$ cat src/tct_pkg.sv
`default_nettype none
package tct_pkg;

  localparam int ROWS_DEF    = 25;
  localparam int COLUMNS_DEF = 80;

  localparam int CELL_W      = 16;
  localparam int IN_TDATA_W  = 24;
  localparam int OUT_TDATA_W = 40;
  localparam int CFG_AW      = 4;
  localparam int CFG_DW      = 32;

  // fixed field widths
  localparam int ROW_FW  = 5;
  localparam int COL_FW  = 7;
  localparam int POS_FW  = 11;

  // character codes
  localparam logic [6:0] CHR_BS    = 7'd8;
  localparam logic [6:0] CHR_TAB   = 7'd9;
  localparam logic [6:0] CHR_LF    = 7'd10;
  localparam logic [6:0] CHR_FF    = 7'd12;
  localparam logic [6:0] CHR_CR    = 7'd13;
  localparam logic [6:0] CHR_SPACE = 7'd32;
  localparam logic [6:0] CHR_TILDE = 7'd126;

  // register indexes
  localparam logic [1:0] REG_BLINK = 2'd0;
  localparam logic [1:0] REG_BG    = 2'd1;
  localparam logic [1:0] REG_FG    = 2'd2;

  localparam logic       BLINK_RST = 1'b0;
  localparam logic [2:0] BG_RST    = 3'd0;
  localparam logic [3:0] FG_RST    = 4'd2;

  typedef enum logic [2:0] {
    OP_NONE,
    OP_PUT,
    OP_READ,
    OP_ZERO,
    OP_BLANK,
    OP_COPY
  } ram_op_t;

  typedef struct packed {
    logic    load_item;
    logic    exec;
    logic    sweep_clr;
    logic    sweep_inc;
    logic    load_out;
    ram_op_t op;
  } tct_cmd_t;

  typedef struct packed {
    logic is_print;
    logic is_read;
    logic need_scroll;
    logic need_clear;
    logic copy_end;
    logic sweep_last;
    logic out_block;
  } tct_sts_t;

  function automatic logic [CELL_W-1:0] make_cell(input logic b, input logic [2:0] bg,
                                                  input logic [3:0] fg,
                                                  input logic [6:0] code);
    return {b, bg, fg, 1'b0, code};
  endfunction

endpackage
`default_nettype wire

$ cat src/tct_ctrl.sv
`default_nettype none
module tct_ctrl (
  input  wire logic              clk,
  input  wire logic              rst_n,
  input  wire logic              in_tvalid,
  output logic                   in_tready,
  input  wire tct_pkg::tct_sts_t sts,
  output tct_pkg::tct_cmd_t      cmd
);

  typedef enum logic [2:0] {
    ST_INIT,
    ST_IDLE,
    ST_EXEC,
    ST_SCROLL,
    ST_FILL,
    ST_CLEAR,
    ST_DONE
  } state_t;

  state_t state_r, state_nxt;
  logic   ready_r;

  assign in_tready = ready_r;

  always_comb begin
    state_nxt = state_r;
    cmd       = '0;
    cmd.op    = tct_pkg::OP_NONE;
    case (state_r)
      ST_INIT: begin
        cmd.op = tct_pkg::OP_ZERO;
        if (sts.sweep_last) begin
          state_nxt = ST_IDLE;
        end else begin
          cmd.sweep_inc = 1'b1;
        end
      end
      ST_IDLE: begin
        if (in_tvalid && ready_r) begin
          cmd.load_item = 1'b1;
          state_nxt     = ST_EXEC;
        end
      end
      ST_EXEC: begin
        cmd.exec      = 1'b1;
        cmd.sweep_clr = 1'b1;
        if (sts.is_print) begin
          cmd.op = tct_pkg::OP_PUT;
        end else if (sts.is_read) begin
          cmd.op = tct_pkg::OP_READ;
        end
        if (sts.need_scroll) begin
          state_nxt = ST_SCROLL;
        end else if (sts.need_clear) begin
          state_nxt = ST_CLEAR;
        end else begin
          state_nxt = ST_DONE;
        end
      end
      ST_SCROLL: begin
        cmd.op = tct_pkg::OP_COPY;
        if (sts.copy_end) begin
          state_nxt = ST_FILL;
        end else begin
          cmd.sweep_inc = 1'b1;
        end
      end
      ST_FILL, ST_CLEAR: begin
        cmd.op = tct_pkg::OP_BLANK;
        if (sts.sweep_last) begin
          state_nxt = ST_DONE;
        end else begin
          cmd.sweep_inc = 1'b1;
        end
      end
      ST_DONE: begin
        if (!sts.out_block) begin
          cmd.load_out = 1'b1;
          state_nxt    = ST_IDLE;
        end
      end
      default: begin
        state_nxt = ST_INIT;
      end
    endcase
  end

  always_ff @(posedge clk) begin
    if (!rst_n) begin
      state_r <= ST_INIT;
      ready_r <= 1'b0;
    end else begin
      state_r <= state_nxt;
      ready_r <= (state_nxt == ST_IDLE);
    end
  end

endmodule
`default_nettype wire

$ cat config.mk
export PLATFORM = sky130hd
export DESIGN_NAME = tct_ctrl
export DESIGN_NICKNAME = d
export VERILOG_FILES = /design/src/tct_pkg.sv /design/src/tct_ctrl.sv
export SDC_FILE = /design/constraint.sdc
export NUM_CORES = 1
export LEC_CHECK = 0
export BUFFER_PORTS_ARGS = -buffer_cell sky130_fd_sc_hd__buf_4
export CAP_MARGIN = 5
export CORE_AREA = 2 2 39 41
export CTS_CLUSTER_SIZE = 14
export DETAILED_ROUTE_END_ITERATION = 16
export DIE_AREA = 0 0 41 43
export PLACE_DENSITY = 0.59
export RECOVER_POWER = 100
export SYNTH_ARGS = -nofsm -noshare
export SYNTH_HDL_FRONTEND = slang
export SYNTH_SLANG_ARGS = --single-unit
$ cat constraint.sdc
create_clock -name clk -period 1.2 [get_ports clk]
set_input_delay 0.24 -clock clk [delete_from_list [all_inputs] [get_ports clk]]
set_output_delay 0.24 -clock clk [all_outputs]
set_load 0.005 [all_outputs]
After elaboration in Yosys (flattened, before gate mapping)
Index checks and enable logic that the tools add are counted.

Flip-flop bits (word level): 4. Word-level logic and storage cells: 32.

Equal/unequal tests: 7. Mux-type cells: 19. Reductions and logical operators: 4.

Operators by type and width (number): $mux 3 (6); $pmux 3 s6 (1); $pmux 3 s4 (1); $eq 3x3->1 const B (3); $mux 2 (4); $eq 3x1->1 const B (2); $eq 3x2->1 const B (2); $mux 1 (6); $logic_not 3->1 (1); $reduce_or 3->1 (1); $pmux 1 s2 (1); $reduce_or 2->1 (1); $logic_and 1x1->1 (1).

Logic depth before layout (Yosys ltp)
Gate-level depths: netlist of the first run.

Word-level depth: 4. Depth in mapped cells: 5. Depth with buffers taken out: 4.

Worst setup path after synthesis of the first run
No wires, ideal clock.

Kind: reg2reg. From: register state_r[1]. To: register ready_r (netlist: in_tready). Setup time: 0.060 ns. Arrival: 1.109 ns. Required time: 1.140 ns. Slack: 0.031 ns. Stages on the path, launching flop included: 5. Clock period less this slack: 1.169 ns. Path through: dfxtp_1 -> buf_6 -> mux2_4 -> a221oi_2 -> and3_1.

Longest elaborated chain between the ends: 4. Elaborated cells between the ends (all ways): 15.

RTL lines: start: declaration (line tct_ctrl.sv:21) `state_t state_r, state_nxt;`; start signal: assignment (line tct_ctrl.sv:94) `state_r <= state_nxt;`; $eq 3x3->1 (line tct_ctrl.sv:30) `case (state_r)`; $reduce_or 2->1 (line tct_ctrl.sv:30); $pmux 3 s6 * (line tct_ctrl.sv:30); $eq 3x1->1 * (line tct_ctrl.sv:95) `ready_r <= (state_nxt == ST_IDLE);`; end signal: assignment (line tct_ctrl.sv:95); end: declaration (line tct_ctrl.sv:22) `logic ready_r;`.

Every way passes the cells marked *; elsewhere a longest branch is shown, timed or not. A chain may end at the register's enable or synchronous reset.

==> results of run 1 <==
[critical path, delay by kind of cell (launching register included)]
kind	cells	cell delay, ns
simple gates	2	0.27
buf+inv	2	0.22
flops	1	0.37
[area by class of cell]
| cell class | instances | area share [%] |
|---|---|---|
| flip-flops and latches | 4 | 12.3 |
| clock buffers | 3 | 3.04 |
| repair buffers | 36 | 40.2 |
| inverters | 2 | 1.52 |
| multi-input cells | 34 | 40.2 |
| well taps | 16 | 2.70 |
[power groups by stage]
stage | registers, mW | logic, mW | clock network, mW
after global placement | 0.162 | 0.167 | 0
after detailed placement | 0.163 | 0.168 | 0
after global routing | 0.163 | 0.251 | 0.188
after floorplan | 0.154 | 0.0897 | 0
after CTS | 0.160 | 0.209 | 0.179
final | 0.160 | 0.232 | 0.170
[how the worst min path moves through the flow]
| stage | start | end | slack [ns] | cells after the start |
|---|---|---|---|---|
| final | rst_n | state_r[0] | 0.29 | 3 |
| after global routing | rst_n | state_r[0] | 0.31 | 3 |
| after CTS | rst_n | state_r[0] | 0.29 | 3 |
| after detailed placement | rst_n | state_r[0] | 0.55 | 3 |
| after global placement | rst_n | state_r[0] | 0.56 | 3 |
| after floorplan | rst_n | state_r[2] | 0.42 | 2 |
[repair_timing]
action / CTS / global route
pin swaps: 4 / 4
resized for setup: 21 / 12
cloned: 0 / 0
setup buffers: 9 / 1
endpoints found under the setup margin: 10 / 11
hold buffers: 0 / 0
[kinds of logic (layout without fill, tap and decap cells)]
logic type,Yosys count,after routing
mux,2,2
compound gates,10,10
flops,4,4
buf+inv,6,41
simple gates,22,22
[per-layer routing]
layer	GRT usage, %	vias up	share of wire [%]
met5	0	-	0
met4	2.00	0	0
met3	6.28	0	5.6
met2	25.3	13	57
met1	13.5	226	38
li1	-	228	-
[metrics by stage]
step | worst slack [ns] | utilization [%]
after floorplan | 0.0313 | -
after global placement | -0.131 | 38.4
after detailed placement | -0.135 | 38.4
after CTS | -0.144 | 49.7
after global routing | -0.247 | 53.5
final | -0.141 | 53.5
[flip-flops by register name, summed over array words and instances (netlist names)]
name and flops:
in_tready 1, state_r 3
[layout by cell type, fill, tap and decap left out, drive strengths merged]
cell      count
o31ai         1
nand4b        1
dfxtp         4
nor2b         2
o31a          1
nand2         5
o21ai         1
o2111ai       1
buf          34
nand3b        1
clkbuf        5
and3          1
a211oi        1
nor3          2
inv           1
a221oi        1
nand2b        1
nand3         1
a21oi         2
nor3b         2
mux2          1
a31oi         1
a211o         1
mux2i         1
nor2          6
clkinvlp      1
==> metrics, run 1 <==
Longest Clk Path Bufs=2; most frequent cells after synthesis=nor2_1 (6), nand2_1 (5), dfxtp_1 (4); largest net degree at the start of global routing=8; clk sinks=4; Net Switching=161 uW; worst setup path start=state_r[0]; Gate power share=41.3%; Final GP Congestion=0.712; internal power=401 uW; total number of vias=467; # setup viols final=10; HP Class=in -> reg; drt wl/cell=12.7 um; Tot Pwr=562 uW; Final #Nets=91; htree depth=1; Diodes inserted=0; Final Max Tran Viols=0; area delta synth->final=111%; mux share of post-synthesis cell area=7.12%; Worst Clk Skew=0.00616 ns; clock-pin slew on the worst setup and hold paths=0.04 ns; Initial Util=25.4%; part of the power in the clock network=30.2%; share of cells above drive strength 1=73.4%; total track usage=13.8%; CTS Buf Count=3; hold_ws=0.294 ns; Die X-Extent=41 um; flops & latches, synth=4; sequential area share after synthesis=22.8%; cell taking the most area after synthesis=dfxtp_1; violated checks=setup timing; Post-Synthesis Cells=44; largest family of logic cells by synthesized area=simple AND/OR/NAND/NOR gates; Max-cap violations=0; CP Launch Type=register; simple-gate share of the synthesized area=34.2%; row count=14; ys async rst share=0%; CTS root buffer=clkbuf_4; placed cell area=532 um^2; core area=1380 um^2; VDD IR max=0.000502 V; Max stage delay cell, worst path=dfxtp_4; Leakage Power=0.326 nW; IO Port Bufs=18; Final min period=1.34 ns; reg-to-reg setup timing slack=-0.09 ns; finished layout cell area=741 um^2; post-synthesis xor/xnor area fraction=0%; crit path setup slack, layout=-0.141 ns; Fin. Hold Viols=0; TritonRoute pass-1 iters=4; GRT Residual Overflow=0; syn_nets=54; FILL cells=123; worst-path fanout max=6; Via-to-Cell Ratio=4.92; Inst Count DP=82; ys flop type=dfxtp_1; crit share post-route=112%; Die Area=1760 um^2; reg-to-reg endpoint=in_tready; crit-path max cell delay=0.37 ns; RSZ-0062 raised after global routing=yes; r2r startpoint=state_r[0]; first-pass GRT wire length=1640 um; CP arrival=1.10 ns; synth warn=0; Clk Latency, worst-skew pair=0.24 ns; compound-gate portion of the synthesized area=23.8%; Setup Crit Path Kind=reg -> out; Adder-Cell Fraction of Synth Area=0%; CTS tree=built; outcome=finished, violations left; vias in the first global route=423; PD cells=759 nW/um^2; most common cell in the synthesized netlist=nor2_1; Reg2Reg Depth=5; ANT nets after route=0; CP endpoint=cmd[7]; initial detailed-routing violation count=10; Non-Filler Instances=95; synth unique cells=26; Worst Tran Pin Value=0.206 ns; Seq pwr share=28.5%; Switching Share=28.7%; # DRC=0; CP endpoint kind=output port; Area contributors post-synth=dfxtp_1 (23%), buf_6 (6.4%), nor2_1 (6.4%), nand2_1 (5.3%), a221oi_2 (4.3%); top cell type's share of synthesized area=22.8%; WP data required=0.96 ns; Mapped Area=352 um^2; Mean Syn Cell Area=7.99 um^2; antenna violations before repair=0; slew margin rel.=86.3%; area of the multi-input gates=298 um^2; drt total wl=1210 um; Post-synth EDFFs=0; FF/Latch Area=91.3 um^2; Die Ht=43 um; TNS Setup=-1.05 ns; critical-path cell list=buf_6 -> nand4b_1 -> nor2_2 -> buf_4; Max Freq=0.746 GHz; # IOs=19
(Power assumes the default switching activity.)
==> run 2, diff against run 1 <==
--- a/config.mk
+++ b/config.mk
@@ -11,8 +11,10 @@
 export CTS_CLUSTER_SIZE = 14
 export DETAILED_ROUTE_END_ITERATION = 16
 export DIE_AREA = 0 0 41 43
+export MAX_ROUTING_LAYER = met4
 export PLACE_DENSITY = 0.59
 export RECOVER_POWER = 100
+export SKIP_CTS_REPAIR_TIMING = 1
 export SYNTH_ARGS = -nofsm -noshare
 export SYNTH_HDL_FRONTEND = slang
 export SYNTH_SLANG_ARGS = --single-unit
==> run 2 against run 1 <==
  * The run still ends with setup timing left
  * Utilization fell by 1.4 points
  * Clock power barely moved
  * Die area stayed put
  * Register-to-register slack lost 0.02 ns
  * Worst setup slack got worse by 0.035 ns
  * Clock-buffer cell count did not move
  * Sequential power about the same
  * Maximum frequency is 2.5% lower
  * Global-route usage fell by 2.0 points
  * First-iteration DRC count fell by 20%
  * Hold slack better by 0.0055 ns
  * Combinational power is 6% lower
  * Largest cell class unchanged
  * Largest power group unchanged
  * Highest routed layer unchanged
==> metrics, run 2 (same netlist as run 1, synthesis figures left out) <==
vias in the first global route=332 (-22%); share of cells above drive strength 1=72.7% (-0.69 points); slew margin rel.=85.1% (-1.2 points); CTS root buffer=clkbuf_4; TritonRoute pass-1 iters=3 (-1); hold_ws=0.299 ns (+0.00552 ns); outcome=finished, violations left; RSZ-0062 raised after global routing=yes; CP endpoint kind=output port; CP Launch Type=register; worst hold stages=3 (unchanged); total track usage=11.8% (-2.0 points); Die Area=1760 um^2 (unchanged); WP data required=0.96 ns (about the same); IO Port Bufs=18 (unchanged); total number of vias=459 (-1.7%); max reg flops=3 (unchanged); VDD IR max=0.000477 V (-4.9%); violated checks=setup timing; area delta synth->final=105%; # IOs=19 (unchanged); Worst Tran Pin Value=0.222 ns (+0.0165 ns); core area=1380 um^2 (unchanged); Diodes inserted=0 (unchanged); drt total wl=1180 um (-2.2%); Reg2Reg Depth=5 (unchanged); # DRC=0 (unchanged); worst-path fanout max=4 (-2); Worst Clk Skew=0.00679 ns (+0.000634 ns); Hold Startpoint=rst_n; r2r startpoint=state_r[1]; Hold Path End=state_r[0]; PD cells=762 nW/um^2 (+0.34%); CP arrival=1.14 ns (+0.04 ns); crit share post-route=115% (+2.9 points); Setup Crit Path Kind=reg -> out; clock-pin slew on the worst setup and hold paths=0.04 ns (about the same); row count=14 (unchanged); CTS Buf Count=3 (unchanged); drt wl/cell=12.7 um (about the same); ANT nets after route=0 (unchanged); Clk Latency, worst-skew pair=0.24 ns (about the same); Final Max Tran Viols=0 (unchanged); first-pass GRT wire length=1360 um (-17%); FILL cells=132 (+7.3%); htree depth=1 (unchanged); Die Ht=43 um (unchanged); GRT Residual Overflow=0 (unchanged); commonest non-fill, non-tap cell in the layout=buf_4; clk sinks=4 (unchanged); Die X-Extent=41 um (unchanged); CTS tree=built; TNS Setup=-0.952 ns (+0.0994 ns); pre-CTS setup slack=-0.135 ns (unchanged); reg-to-reg setup timing slack=-0.11 ns (-0.02 ns); antenna violations before repair=0 (unchanged); Max Freq=0.727 GHz (-2.5%); Fin. Hold Viols=0 (unchanged); Longest Clk Path Bufs=2 (unchanged); Via-to-Cell Ratio=4.94 (+0.40%); Core Util, Final=52.1% (-1.4 points); Max-cap violations=0 (unchanged); most frequent cells in the layout=buf_4 (25), buf_6 (8), nand2_1 (4), clkbuf_4 (4); crit path setup slack, layout=-0.175 ns (-0.0347 ns); Final #Nets=89 (-2.2%); # setup viols final=10 (unchanged); Final min period=1.38 ns (+0.0347 ns); reg-to-reg endpoint=in_tready; Initial Util=25.4% (unchanged); most flop-heavy register=state_r; HP Class=in -> reg; initial detailed-routing violation count=8 (-2); Leakage Power=0.317 nW (-2.8%); Final GP Congestion=0.720 (+1.1%); largest net degree at the start of global routing=13 (+5)
-- run 2: changes by cell type in the layout (fill, tap and decap cells not counted), sizes merged --
cell,delta
clkbuf,-1
buf,-1
-- run 2: critical path, stage by stage, from the launching register on --
cell,delay (ns)
dfxtp_4,0.38
clkinvlp_4,0.15
a211oi_2,0.24
buf_4,0.14
-- run 2: per-layer routing --
layer / track usage [%] / up-vias / share of wire [%]
met1: 13.8 / 219 / 39
met3: 6.28 / 0 / 5.8
met2: 17.8 / 13 / 55
met5: - / - / 0
met4: 2.00 / 0 / 0
li1: - / 227 / -
-- run 2: stage by stage --
stage / cell area [um^2] / total power [mW] / std cells
final: 721 / 0.549 / 93
after global placement: 532 / 0.329 / 82
after global routing: 721 / 0.587 / 93
after CTS: 554 / 0.508 / 85
after detailed placement: 532 / 0.330 / 82
after floorplan: 352 / 0.244 / 44
-- run 2: worst max-delay path by stage --
stage                    start         to  slack [ns]  cells past startpoint
global route        state_r[1]     cmd[0]       -0.23                      3
CTS                 state_r[2]     cmd[2]       -0.35                      3
finish              state_r[1]     cmd[0]       -0.18                      3
detailed placement  state_r[2]  in_tready       -0.13                      4
floorplan           state_r[1]  in_tready        0.03                      4
global placement    state_r[2]  in_tready       -0.13                      4
-- run 2: layout make-up --
| class | count | area (um^2) | area share, % |
|---|---|---|---|
| clock buffers | 3 | 22.5 | 3.13 |
| inverters | 2 | 11.3 | 1.56 |
| multi-input cells | 34 | 290 | 40.3 |
| flip-flops and latches | 4 | 91.3 | 12.7 |
| well taps | 16 | 20.0 | 2.78 |
| repair buffers | 34 | 285 | 39.6 |
-- run 2: power breakdown --
| group | internal (mW) | switching, mW | leakage (nW) |
|---|---|---|---|
| sequential | 0.143 | 0.0180 | 0.0350 |
| combinational | 0.134 | 0.0834 | 0.268 |
| clock | 0.112 | 0.0582 | 0.0138 |
| total | 0.390 | 0.160 | 0.317 |
==> run 3, diff against run 2 <==
==> constraint.sdc (replaced) <==
create_clock -name clk -period 1.2 [get_ports clk]
set_input_delay 0.24 -clock clk [delete_from_list [all_inputs] [get_ports clk]]
set_output_delay 0.24 -clock clk [all_outputs]
set_load 0.02 [all_outputs]
==> run 3 against run 2 <==
  * The run still ends with setup timing left
  * First-iteration DRC count decreased by 63%
  * Worst setup slack got worse by 0.050 ns
  * Flip-flop and latch count unchanged
  * Non-clock buffer count increased by 1
  * Maximum frequency decreased by 3.5%
  * Final cell count increased by 1.1%
  * Cell area increased by 3.5%
  * Critical path depth increased by 1
  * Largest cell class unchanged
  * Highest routed layer unchanged
==> metrics, run 3 (same netlist as run 1, synthesis figures left out) <==
hpwl dp=811 um; # DRC=0 (unchanged); # setup viols final=9 (-1); Die Ht=43 um (unchanged); Final GP Congestion=0.688 (-4.6%); first-pass GRT wire length=1620 um (+19%); FF/Latch Area=91.3 um^2 (unchanged); Inst Count DP=85 (+3.7%); internal power=392 uW (+0.64%); Initial Util=25.4% (unchanged); Diodes inserted=0 (unchanged); Final min period=1.43 ns (+0.0499 ns); HP Class=in -> reg; antenna violations before repair=0 (unchanged); htree depth=1 (unchanged); Via-to-Cell Ratio=4.86 (-1.5%); drt total wl=1110 um (-5.9%); CP arrival=1.19 ns (+0.05 ns); violated checks=setup timing; GRT Residual Overflow=0 (unchanged); total number of vias=457 (-0.44%); CP endpoint kind=output port; crit path setup slack, layout=-0.225 ns (-0.0499 ns); TritonRoute pass-1 iters=2 (-1); Fin. Hold Viols=0 (unchanged); FILL cells=123 (-6.8%); Gate power share=43.9% (+4.3 points); Leakage Power=0.334 nW (+5.2%); drt wl/cell=11.8 um (-6.9%); Final #Nets=90 (+1.1%); row count=14 (unchanged); RSZ-0062 raised after global routing=yes; part of the power in the clock network=28.2% (-2.8 points); Switching Share=31.8% (+2.7 points); clock-pin slew on the worst setup and hold paths=0.04 ns (about the same); hold_ws=0.313 ns (+0.0140 ns); pre-CTS setup slack=-0.118 ns (+0.0169 ns); ANT nets after route=0 (unchanged); share of cells above drive strength 1=74.4% (+1.6 points); most frequent cells in the layout=buf_4 (24), buf_6 (9), clkbuf_4 (4); Clk Latency, worst-skew pair=0.23 ns (about the same); Seq pwr share=28.0% (-1.4 points); max reg flops=3 (unchanged); Core Util, Final=53.9% (+1.8 points); area delta synth->final=112%; Non-Filler Instances=94 (+1.1%); CTS tree=built; placed cell area=589 um^2 (+11%); Max-cap violations=0 (unchanged); CP Launch Type=register; IO Port Bufs=18 (unchanged); core area=1380 um^2 (unchanged); largest net degree at the start of global routing=9 (-4); Net Switching=182 uW (+14%); CTS root buffer=clkbuf_4; commonest non-fill, non-tap cell in the layout=buf_4; VDD IR max=0.000424 V (-11%); initial detailed-routing violation count=3 (-5); TNS Setup=-1.36 ns (-0.407 ns); Tot Pwr=574 uW (+4.6%); WP data required=0.96 ns (about the same); Die Area=1760 um^2 (unchanged); finished layout cell area=746 um^2 (+3.5%); Worst Tran Pin Value=0.245 ns (+0.0226 ns); total track usage=13.7% (+1.9 points); # IOs=19 (unchanged); crit share post-route=119% (+4.2 points); Max Freq=0.702 GHz (-3.5%); Die X-Extent=41 um (unchanged); outcome=finished, violations left; Final Max Tran Viols=0 (unchanged); Worst Clk Skew=0.00520 ns (-0.00159 ns); Longest Clk Path Bufs=2 (unchanged); worst-path fanout max=8 (+4); clk sinks=4 (unchanged); slew margin rel.=83.7% (-1.4 points); vias in the first global route=399 (+20%); area of the multi-input gates=312 um^2 (+7.3%); PD cells=770 nW/um^2 (+1.1%); most flop-heavy register=state_r; CTS Buf Count=3 (unchanged); Setup Crit Path Kind=reg -> out
[run 3: cell types whose count changed in the layout (fill, tap and decap cells not counted), sizes merged]
cell | previous run | this run
clkinvlp | 1 | 0
inv | 1 | 2
clkbuf | 4 | 5
[run 3: worst max-delay path, cell delays in order, from the launching register on]
cell	delay, ns
dfxtp_4	0.36
nand2b_4	0.15
buf_6	0.12
nor3b_2	0.16
buf_4	0.16
[run 3: power groups by stage]
stage | logic [mW] | registers [mW] | clock network [mW]
after floorplan | 0.124 | 0.160 | 0
after global placement | 0.211 | 0.162 | 0
after detailed placement | 0.213 | 0.162 | 0
after CTS | 0.213 | 0.160 | 0.169
after global routing | 0.270 | 0.163 | 0.188
final | 0.252 | 0.161 | 0.162
[run 3: area by class of cell]
type                            instances  area share (%)
Inverter                                2            1.01
Tap cell                               16            2.68
Sequential cell                         4            12.2
Timing Repair Buffer                   35            39.3
Multi-Input combinational cell         34            41.8
Clock buffer                            3            3.02
[run 3: worst paths after layout]
path,start,endpoint,cells past startpoint,slack [ns]
max reg2reg,state_r[2],in_tready,5,-0.08
min reg2reg,state_r[2],state_r[0],3,0.68
max,state_r[0],cmd[3],4,-0.23
min,rst_n,state_r[0],3,0.31
[run 3: layer usage]
layer	vias to the layer above	GRT usage [%]	wire length (um)	share of wire, %
met3	0	4.71	59	5.3
met4	0	4.00	0	0
li1	227	-	-	-
met2	9	21.6	588	53
met5	-	-	0	0
met1	221	15.8	464	42
